===== src/hw/rtl/lphs_pkg.sv =====
// Shared types and constants of the linear-probe hash set.
package lphs_pkg;

	localparam int TABLE_SIZE = 64;
	localparam int KEY_WIDTH  = 16;
	localparam int SLOT_W     = $clog2(TABLE_SIZE);
	localparam int CNT_W      = $clog2(TABLE_SIZE + 1);

	typedef enum logic [1:0] {
		KIND_CLEAR  = 2'd0,
		KIND_INSERT = 2'd1,
		KIND_LOOKUP = 2'd2
	} kind_t;

	typedef enum logic [2:0] {
		ST_IDLE,
		ST_INS,
		ST_LK_ADDR,
		ST_LK_CMP,
		ST_RESP
	} state_t;

	// key store access
	typedef struct packed {
		logic                 we;
		logic [SLOT_W-1:0]    addr;
		logic [KEY_WIDTH-1:0] wdata;
	} mem_req_t;

	// occupancy bit access
	typedef struct packed {
		logic              set;
		logic              clear_all;
		logic [SLOT_W-1:0] idx;
	} used_req_t;

	// result handed to the output register
	typedef struct packed {
		logic load;
		logic found;
		logic status;
	} res_t;

endpackage


===== src/hw/rtl/lphs_key_mem.sv =====
// Key store: one address port, write and registered read each cycle.
module lphs_key_mem (
	input  logic                           clk,
	input  lphs_pkg::mem_req_t             req,
	output logic [lphs_pkg::KEY_WIDTH-1:0] rdata
);

	logic [lphs_pkg::KEY_WIDTH-1:0] mem [lphs_pkg::TABLE_SIZE];
	logic [lphs_pkg::KEY_WIDTH-1:0] rdata_q;

	always_ff @(posedge clk) begin
		if (req.we) begin
			mem[req.addr] <= req.wdata;
		end
		rdata_q <= mem[req.addr];
	end

	assign rdata = rdata_q;

endmodule


===== src/hw/rtl/lphs_used_bits.sv =====
// Per-slot occupancy flags, all cleared together by one clear request.
module lphs_used_bits (
	input  logic                clk,
	input  logic                arst_n,
	input  lphs_pkg::used_req_t req,
	output logic                used
);

	logic [lphs_pkg::TABLE_SIZE-1:0] used_q;

	always_ff @(posedge clk or negedge arst_n) begin
		if (!arst_n) begin
			used_q <= '0;
		end else if (req.clear_all) begin
			used_q <= '0;
		end else if (req.set) begin
			used_q[req.idx] <= 1'b1;
		end
	end

	assign used = used_q[req.idx];

endmodule


===== src/hw/rtl/lphs_probe_ctrl.sv =====
// Probe sequencer: walks slots one step at a time for insert and lookup.
module lphs_probe_ctrl (
	input  logic                           clk,
	input  logic                           arst_n,
	input  logic                           in_valid,
	output logic                           in_stall,
	input  logic [1:0]                     kind,
	input  logic [15:0]                    key,
	input  logic                           out_free,
	input  logic                           used,
	input  logic [lphs_pkg::KEY_WIDTH-1:0] rdata,
	output lphs_pkg::mem_req_t             mem_req,
	output lphs_pkg::used_req_t            used_req,
	output lphs_pkg::res_t                 res
);

	lphs_pkg::state_t                 state_q, state_d;
	logic [lphs_pkg::SLOT_W-1:0]      slot_q, slot_d, slot_nxt;
	logic [lphs_pkg::CNT_W-1:0]       cnt_q, cnt_d;
	logic [lphs_pkg::KEY_WIDTH-1:0]   key_q, key_d;
	logic                             found_q, found_d;
	logic                             status_q, status_d;
	logic                             all_probed;

	always_ff @(posedge clk or negedge arst_n) begin
		if (!arst_n) begin
			state_q <= lphs_pkg::ST_IDLE;
		end else begin
			state_q <= state_d;
		end
	end

	always_ff @(posedge clk) begin
		slot_q   <= slot_d;
		cnt_q    <= cnt_d;
		key_q    <= key_d;
		found_q  <= found_d;
		status_q <= status_d;
	end

	assign slot_nxt = (slot_q == lphs_pkg::SLOT_W'(lphs_pkg::TABLE_SIZE - 1)) ?
		'0 : slot_q + 1'b1;
	assign all_probed = (cnt_q == lphs_pkg::CNT_W'(lphs_pkg::TABLE_SIZE));

	always_comb begin
		state_d  = state_q;
		slot_d   = slot_q;
		cnt_d    = cnt_q;
		key_d    = key_q;
		found_d  = found_q;
		status_d = status_q;
		in_stall = 1'b1;
		mem_req  = '{we: 1'b0, addr: slot_q, wdata: key_q};
		used_req = '{set: 1'b0, clear_all: 1'b0, idx: slot_q};
		res      = '{load: 1'b0, found: found_q, status: status_q};

		case (state_q)
			lphs_pkg::ST_IDLE: begin
				in_stall = 1'b0;
				if (in_valid) begin
					key_d    = key[lphs_pkg::KEY_WIDTH-1:0];
					// home slot: key modulo table size
					slot_d   = lphs_pkg::SLOT_W'(key_d % lphs_pkg::TABLE_SIZE);
					cnt_d    = '0;
					found_d  = 1'b0;
					status_d = 1'b0;
					case (kind)
						lphs_pkg::KIND_CLEAR: begin
							used_req.clear_all = 1'b1;
							state_d = lphs_pkg::ST_RESP;
						end
						lphs_pkg::KIND_INSERT: state_d = lphs_pkg::ST_INS;
						lphs_pkg::KIND_LOOKUP: state_d = lphs_pkg::ST_LK_ADDR;
						default:               state_d = lphs_pkg::ST_RESP;
					endcase
				end
			end
			lphs_pkg::ST_INS: begin
				if (all_probed) begin
					status_d = 1'b1;
					state_d  = lphs_pkg::ST_RESP;
				end else if (!used) begin
					mem_req.we   = 1'b1;
					used_req.set = 1'b1;
					state_d      = lphs_pkg::ST_RESP;
				end else begin
					slot_d = slot_nxt;
					cnt_d  = cnt_q + 1'b1;
				end
			end
			lphs_pkg::ST_LK_ADDR: begin
				// key read issued at slot_q every cycle
				if (all_probed || !used) begin
					state_d = lphs_pkg::ST_RESP;
				end else begin
					state_d = lphs_pkg::ST_LK_CMP;
				end
			end
			lphs_pkg::ST_LK_CMP: begin
				if (rdata == key_q) begin
					found_d = 1'b1;
					state_d = lphs_pkg::ST_RESP;
				end else begin
					slot_d  = slot_nxt;
					cnt_d   = cnt_q + 1'b1;
					state_d = lphs_pkg::ST_LK_ADDR;
				end
			end
			lphs_pkg::ST_RESP: begin
				if (out_free) begin
					res.load = 1'b1;
					state_d  = lphs_pkg::ST_IDLE;
				end
			end
			default: state_d = lphs_pkg::ST_IDLE;
		endcase
	end

endmodule


===== src/hw/rtl/linear_probe_hash_set_top.sv =====
// Top level of the linear-probe hash set: sequencer, stores and output register.
//
// Hash set of 64 slots holding 16-bit keys, open addressing with linear
// probing from home slot key mod 64, wrapping at the end of the table. One
// item is taken at a time; in_stall is high from the cycle after acceptance
// until its result has been moved into the output register. Clear and the
// unused kind go straight to the result. An insert steps over occupied
// slots, one occupancy check per cycle, and writes the first empty one. A
// lookup checks the occupancy of a slot while reading its key, then
// compares the key, and stops when it hits, at an empty slot or after all
// slots; the compare waits because the single key memory port returns
// registered read data in the cycle after the address. An insert into a full
// table reports status 1; a lookup that misses in a full table gives up
// after all 64 slots. Occupancy flags are flip-flops cleared by reset and
// by clear, so no clearing pass is needed after reset. The result register
// lets the next item be accepted while a result still waits on out_stall.
module linear_probe_hash_set_top (
	input  logic        clk,
	input  logic        arst_n,
	input  logic        in_valid,
	output logic        in_stall,
	input  logic [1:0]  kind,
	input  logic [15:0] key,
	output logic        out_valid,
	input  logic        out_stall,
	output logic        found,
	output logic        status
);

	lphs_pkg::mem_req_t             mem_req;
	lphs_pkg::used_req_t            used_req;
	lphs_pkg::res_t                 res;
	logic [lphs_pkg::KEY_WIDTH-1:0] rdata;
	logic                           used;
	logic                           out_free;
	logic                           out_valid_q;
	logic                           found_q;
	logic                           status_q;

	// output slot can take a new item when empty or being drained
	assign out_free = !out_valid_q || !out_stall;

	lphs_probe_ctrl u_ctrl (
		.clk      (clk),
		.arst_n   (arst_n),
		.in_valid (in_valid),
		.in_stall (in_stall),
		.kind     (kind),
		.key      (key),
		.out_free (out_free),
		.used     (used),
		.rdata    (rdata),
		.mem_req  (mem_req),
		.used_req (used_req),
		.res      (res)
	);

	lphs_key_mem u_key_mem (
		.clk   (clk),
		.req   (mem_req),
		.rdata (rdata)
	);

	lphs_used_bits u_used (
		.clk    (clk),
		.arst_n (arst_n),
		.req    (used_req),
		.used   (used)
	);

	// result register
	always_ff @(posedge clk or negedge arst_n) begin
		if (!arst_n) begin
			out_valid_q <= 1'b0;
		end else if (res.load) begin
			out_valid_q <= 1'b1;
		end else if (!out_stall) begin
			out_valid_q <= 1'b0;
		end
	end

	always_ff @(posedge clk) begin
		if (res.load) begin
			found_q  <= res.found;
			status_q <= res.status;
		end
	end

	assign out_valid = out_valid_q;
	assign found     = found_q;
	assign status    = status_q;

	// an accepted item keeps the block busy on the next cycle
	a_busy_after_accept: assert property (@(posedge clk) disable iff (!arst_n)
		in_valid && !in_stall |=> in_stall)
		else $error("input accepted twice in a row");

	// an insert only ever claims a slot that was empty
	a_insert_empty_slot: assert property (@(posedge clk) disable iff (!arst_n)
		mem_req.we |-> used_req.set && !used)
		else $error("insert overwrote an occupied slot");

	// a dropped insert never reports a hit
	a_status_found_excl: assert property (@(posedge clk) disable iff (!arst_n)
		out_valid |-> !(found && status))
		else $error("found and status both set");

	// a result never overwrites one still waiting
	a_no_overwrite: assert property (@(posedge clk) disable iff (!arst_n)
		res.load |-> out_free)
		else $error("result loaded over a pending result");

endmodule


===== config.mk =====
export PLATFORM = sky130hd
export DESIGN_NAME = linear_probe_hash_set_top
export DESIGN_NICKNAME = d
export VERILOG_FILES = /design/src/hw/rtl/lphs_pkg.sv /design/src/hw/rtl/lphs_key_mem.sv /design/src/hw/rtl/lphs_used_bits.sv /design/src/hw/rtl/lphs_probe_ctrl.sv /design/src/hw/rtl/linear_probe_hash_set_top.sv
export SDC_FILE = /design/constraint.sdc
export NUM_CORES = 1
export LEC_CHECK = 0
export ABC_AREA = 0
export BUFFER_PORTS_ARGS = -buffer_cell sky130_fd_sc_hd__buf_2
export CAP_MARGIN = 20
export CORE_UTILIZATION = 63
export DETAILED_ROUTE_END_ITERATION = 10
export PLACE_DENSITY = 0.91
export SLEW_MARGIN = 30
export SYNTH_ARGS = -nofsm -noshare
export SYNTH_HDL_FRONTEND = slang
export SYNTH_HIERARCHICAL = 1
export SYNTH_SLANG_ARGS = --single-unit

===== constraint.sdc =====
create_clock -name clk -period 4.7 [get_ports clk]
set_clock_uncertainty 0.1 [all_clocks]
set_input_delay 0.47 -clock clk [delete_from_list [all_inputs] [get_ports clk]]
set_output_delay 0.47 -clock clk [all_outputs]
set_load 0.005 [all_outputs]

# == After elaboration in Yosys (flattened, before gate mapping) ==
# Memory sizes are Yosys's and may differ from the RTL's. A register that Yosys moved wholly into a read port is not among the register bits.
# Cells that the tools add are included.
# classes
eq_ne,18
mux,43
n_reduce_logical,17
n_lt_le_gt_ge,2
n_bitwise,1
add_sub_neg,2
# ops
cell,n
64-bit 2-to-1 mux,2
64-bit OR,1
6-bit 2-to-1 mux,5
7-bit 2-to-1 mux,4
7-bit one-hot mux with 3 select lines,1
1-bit 2-to-1 mux,18
3-bit 2-to-1 mux,6
6-bit one-hot mux with 3 select lines,1
16-bit == test,1
3-bit one-hot mux with 5 select lines,1
3-bit AND reduction,3
2-bit by 1-bit inequality test with 1-bit output (second input constant),4
2-bit inequality test (second input constant),4
7-bit by 1-bit adder with 7-bit output (second input constant),1
7-bit == test (second input constant),1
6-bit by 7-bit less-than comparator with 1-bit output (second input constant),1
6-bit by 1-bit adder with 6-bit output (second input constant),1
1-bit binary-select mux with 6-bit select,1
1-bit demux with 6-bit select,1
3-bit by 2-bit == test with 1-bit output (second input constant),2
6-bit == test (second input constant),1
6-bit by 1-bit >= comparator with 1-bit output (second input constant),1
3-bit one-hot mux with 2 select lines,1
2-bit nonzero test,3
14 further kinds,18
# totals
register_bits,101
out_inout_bits,4
in_bits,22
n_memories,1
elab_cells,94
ram_bits,1024
# mem_list
memory,depth,width,rd,rd_ports_with_merged_regs,write_ports,line,rtl
u_key_mem.mem,64,16,1,1,1,lphs_key_mem.sv:8,logic [lphs_pkg::KEY_WIDTH-1:0] mem [lphs_pkg::TABLE_SIZE];

# == Depth between registers and ports, before layout ==
# logic_depth
depth_word,7
mapped_depth,15
ltp_nobuf,10

# == Hierarchy ==
# The synthesis kept the hierarchy.
# by_module_without_submodules
mod,seq_area_each_um2,area_per_inst_um2,cells_per_inst,instances
lphs_key_mem,31069.8,39480.4,2264,1
lphs_used_bits,1601.5,2982.9,296,1
lphs_probe_ctrl,1006.0,1775.5,152,1
linear_probe_hash_set_top,85.1,96.3,5,1

# == Worst setup path before layout ==
# Ideal clock, no wire load.
# synth_path
path_kind,register -> register
startpoint,register u_ctrl/slot_q[2] in the netlist's numbering
endpoint,"memory u_key_mem/mem[11][0] in the netlist's numbering, enable pin"
path_stages_with_launch,12
n_path_buf,4
period_less_slack_ns,4.100
t_arrival_ns,3.612
required_ns,4.212
setup_ns,0.388
path_slack_ns,0.600
path_cell_list,edfxtp_1 > buf_4 > buf_2 > buf_2 > buf_2 > mux2_2 > a22oi_1 > nand4_1 > nor4_1 > nor2b_1 > nand2_1 > nor2_1
# synth_lines
element,line,rtl
"start, declared",lphs_probe_ctrl.sv:18,"logic [lphs_pkg::SLOT_W-1:0] slot_q, slot_d, slot_nxt;"
"start signal, assigned",lphs_probe_ctrl.sv:34,slot_q <= slot_d;
"end, declared",lphs_key_mem.sv:8,

==> run summary <==
- Period Utilization, post-route: 0.979
- deepest level of the CTS H-tree: 3
- Remaining DRCs: 0
- endpoint of the worst hold-timing path: u_ctrl/state_q[1]
- r2r startpoint: u_ctrl/slot_q[0]
- startpoint type of the worst setup path: flip-flop
- dpl ws: 0.367 ns
- final total power: 29.0 mW
- Core Util, Final: 0.714
- Reg-to-Reg End: u_key_mem/mem[11][8]
- VDD IR max: 0.383 mV
- number of clock sinks seen by CTS: 1,141
- area grow syn2layout: 11.3%
- # Max-Cap Violations: 0
- Layout Nets: 2,851
- Die Wd: 267 µm
- worst path required time: 4.94 ns
- number of buffers inserted during clock tree synthesis: 105
- Site Rows: 96
- count of distinct cell types in the synthesized netlist: 73
- routed wire length: 123,000 µm
- Reg2Reg Depth: 11
- most common cell after layout, fill and taps aside: sky130_fd_sc_hd__edfxtp_1
- routed vias: 27,900
- top library cells by usage in the layout, fill and taps aside: 1,057 x sky130_fd_sc_hd__edfxtp_1, 241 x sky130_fd_sc_hd__nor2_1, 198 x sky130_fd_sc_hd__a22oi_1, 163 x sky130_fd_sc_hd__mux2i_1, 144 x sky130_fd_sc_hd__buf_4
- root buf cell: sky130_fd_sc_hd__clkbuf_16
- antenna violations before repair: 1
- clock latency on the worst-skew pair: 0.69 ns
- number of setup buffers added after CTS: 0
- Tightest Pin Transition: 1.04 ns
- Gate Count Post-Synth: 2,717
- top-level port count: 26
- mean instance size in the synthesized netlist: 16.3 µm²
- CTS Buffer Depth: 3
- maximum clock frequency: 217 MHz
- final antenna diode count: 0
- final setup TNS: 0 ns
- 1st-pass router iterations: 6
- placed standard-cell area: 45,900 µm²
- sequential area share after synthesis: 0.762
- global placement routability congestion: 0.996
- synthesis warning total: 6
- core box area: 69,100 µm²
- Netlist Area Pre-Place: 44,300 µm²
- arrival time of data at the critical path endpoint: 4.84 ns
- remaining number of nets flagged by the antenna check after routing: 0
- prevailing post-synth register cell: sky130_fd_sc_hd__edfxtp_1
- clock tree from TritonCTS: done
- post-detailed-route via-to-cell ratio: 7.27
- total congestion overflow: 0
- number of global-route vias before repair: 26,900
- Hold Crit Class: primary input to flip-flop
- effective utilization at floorplan: 0.642
- WS Path Type: flip-flop to flip-flop
- Non-Filler Cell Area, Final: 49,300 µm²
- vertical die dimension: 267 µm
- largest net degree at the start of global routing: 101
- async set or reset register ratio after synthesis: 0.0596
- Final Hold Violating Endpoints: 0
- outcome: complete, no violations
- Leak Pwr: 16.5 nW
- routed wire length per instance: 32.1 µm
- setup ws final: 0.0984 ns
- die area: 71,400 µm²
- Rel. slew slack: 0.308
- clock transition at the registers of the reported paths: 0.06 ns
- number of register bits inferred by synthesis: 1,141
- HPWL after detailed placement: 71,100 µm
- r2r setup slk: 0.1 ns
- layout cell share with drive strength beyond 1: 0.127
- power density normalized to cell area: 588 nW/µm²
- Critical Path End Type: flip-flop
- GRT Util Overall: 0.347
- synthesized net count: 2,745
- RSZ-0062 raised after global routing: false
- highest fanout seen on the critical path: 17
- # port buffers: 25
- setup violation total in the final timing report: 0
- Hold Path Depth: 4
- EDFF count, synth: 1,057
- Min Clock Period, post-route: 4.60 ns
- global-route wire length before repair: 179,000 µm
- pins over their slew limit: 0
- startpoint of the worst hold path: kind[1]
- violation count after the first detailed-route iteration: 5,334
-- area by class of cell --
cell class / count / area, µm²
Timing Repair Buffer: 193 / 1510
Tap cell: 931 / 1160
Multi-Input combinational cell: 1371 / 9600
Fill cell: 3837 / 19700
Sequential cell: 1141 / 33800
Clock inverter: 48 / 343
Inverter: 11 / 41.3
Clock buffer: 146 / 2900
-- layer usage --
| metal | global-route usage | vias to the layer above | share of wire |
|---|---|---|---|
| met5 | 0 | - | 0 |
| met4 | 0.174 | 0 | 0.062 |
| met3 | 0.0965 | 480 | 0.15 |
| met2 | 0.535 | 2695 | 0.46 |
| met1 | 0.456 | 13600 | 0.33 |
| li1 | - | 11100 | - |
-- registers in the layout (all words and copies together), names as in the netlist --
register / flops
u_ctrl/key_q: 16
u_ctrl/cnt_q: 7
u_used/used_q: 64
out_valid: 1
u_ctrl/status_q: 1
status: 1
u_ctrl/slot_q: 6
found: 1
u_ctrl/found_q: 1
u_ctrl/state_q: 3
u_key_mem/rdata: 16
u_key_mem/mem: 1024
-- cell usage after synthesis (6+ instances only) --
library cell,count,area share
sky130_fd_sc_hd__a22oi_1,198,0.034
sky130_fd_sc_hd__xor2_1,21,0.0041
sky130_fd_sc_hd__buf_6,11,0.0028
sky130_fd_sc_hd__a21oi_1,140,0.016
sky130_fd_sc_hd__mux4_2,8,0.0041
sky130_fd_sc_hd__nor2_1,243,0.021
sky130_fd_sc_hd__a22o_1,23,0.0045
sky130_fd_sc_hd__a311oi_1,6,0.0012
sky130_fd_sc_hd__nand2_1,68,0.0058
sky130_fd_sc_hd__nand4_1,9,0.0013
sky130_fd_sc_hd__nor3_1,16,0.0018
sky130_fd_sc_hd__mux4_1,7,0.0041
sky130_fd_sc_hd__a2111oi_0,8,0.0016
sky130_fd_sc_hd__o22ai_1,59,0.0083
sky130_fd_sc_hd__mux2_2,20,0.0051
sky130_fd_sc_hd__a31oi_1,25,0.0035
sky130_fd_sc_hd__o21ai_0,41,0.0046
sky130_fd_sc_hd__buf_1,15,0.0013
sky130_fd_sc_hd__a221oi_1,107,0.021
sky130_fd_sc_hd__o22a_1,27,0.0053
sky130_fd_sc_hd__mux2i_1,163,0.037
sky130_fd_sc_hd__a222oi_1,9,0.0020
sky130_fd_sc_hd__o211a_1,7,0.0016
sky130_fd_sc_hd__buf_4,25,0.0042
sky130_fd_sc_hd__nand3_1,16,0.0018
sky130_fd_sc_hd__nand2b_1,9,0.0013
sky130_fd_sc_hd__nor2b_1,15,0.0021
sky130_fd_sc_hd__clkbuf_1,73,0.0062
sky130_fd_sc_hd__o221ai_1,15,0.0030
sky130_fd_sc_hd__or4_1,9,0.0015
sky130_fd_sc_hd__edfxtp_1,1057,0.72
sky130_fd_sc_hd__dfxtp_1,16,0.0072
sky130_fd_sc_hd__nor3b_1,8,0.0014
sky130_fd_sc_hd__a211oi_1,21,0.0036
sky130_fd_sc_hd__dfrtp_1,68,0.038
sky130_fd_sc_hd__buf_2,70,0.0079
sky130_fd_sc_hd__inv_1,9,0.00076
sky130_fd_sc_hd__ha_1,6,0.0017
-- critical path: stages (launching register included) --
cell and delay (ns):
sky130_fd_sc_hd__edfxtp_1 0.67, sky130_fd_sc_hd__buf_4 0.35, sky130_fd_sc_hd__mux4_1 0.59, sky130_fd_sc_hd__nand3_1 0.10, sky130_fd_sc_hd__and4_1 0.19, sky130_fd_sc_hd__nand4_1 0.13
sky130_fd_sc_hd__nor4_1 0.32, sky130_fd_sc_hd__buf_4 0.26, sky130_fd_sc_hd__nor2b_1 0.29, sky130_fd_sc_hd__nand2_1 0.60, sky130_fd_sc_hd__nor2_1 0.32, sky130_fd_sc_hd__buf_4 0.32
-- power by group --
group / leakage, nW / switching [mW] / internal (mW)
clock: 1.57 / 3.66 / 4.48
combinational: 4.38 / 5.83 / 2.44
sequential: 10.6 / 0.446 / 12.2
-- repair_timing --
item,4_1_cts,5_1_grt
hold endpoints to repair,86,0
endpoints found under the setup margin,0,12
hold buffers,18,0
gates resized for setup,0,1
-- kinds of logic (layout without fill, tap and decap cells) --
kind of cell               count (synthesis)  count (layout)  share of synthesized area
xor gates and xnor gates                  25              25                    0.00494
DFF                                     1141            1141                      0.762
and+or+nand+nor                          425             425                     0.0429
adders and majority gates                  6               6                    0.00169
AOI/OAI and AO/OA                        716             716                      0.115
muxes                                    199             199                     0.0503
buffers and inverters                    205             398                     0.0233
-- per-stage QoR --
stage / std cells / hold WS, ns
2_1_floorplan: 2717 / 0.0744
3_3_place_gp: 3629 / 0.304
3_5_place_dp: 3629 / 0.322
4_1_cts: 3841 / 0.199
5_1_grt: 3841 / 0.236
6_report: 3841 / 0.226
-- worst max-delay path by stage --
stage	startpoint	slack (ns)	cells after the start	endpoint
floorplan	u_ctrl/slot_q[2]	0.60	11	u_key_mem/mem[11][0]
global placement	u_ctrl/slot_q[0]	0.42	12	u_key_mem/mem[34][7]
detailed placement	u_ctrl/slot_q[0]	0.37	11	u_key_mem/mem[34][7]
CTS	u_ctrl/slot_q[0]	0.30	11	u_key_mem/mem[34][9]
global route	u_ctrl/slot_q[0]	0.01	12	u_key_mem/mem[51][11]
finish	u_ctrl/slot_q[0]	0.1	11	u_key_mem/mem[11][8]
No activity file was read; power rests on OpenSTA's default activity.
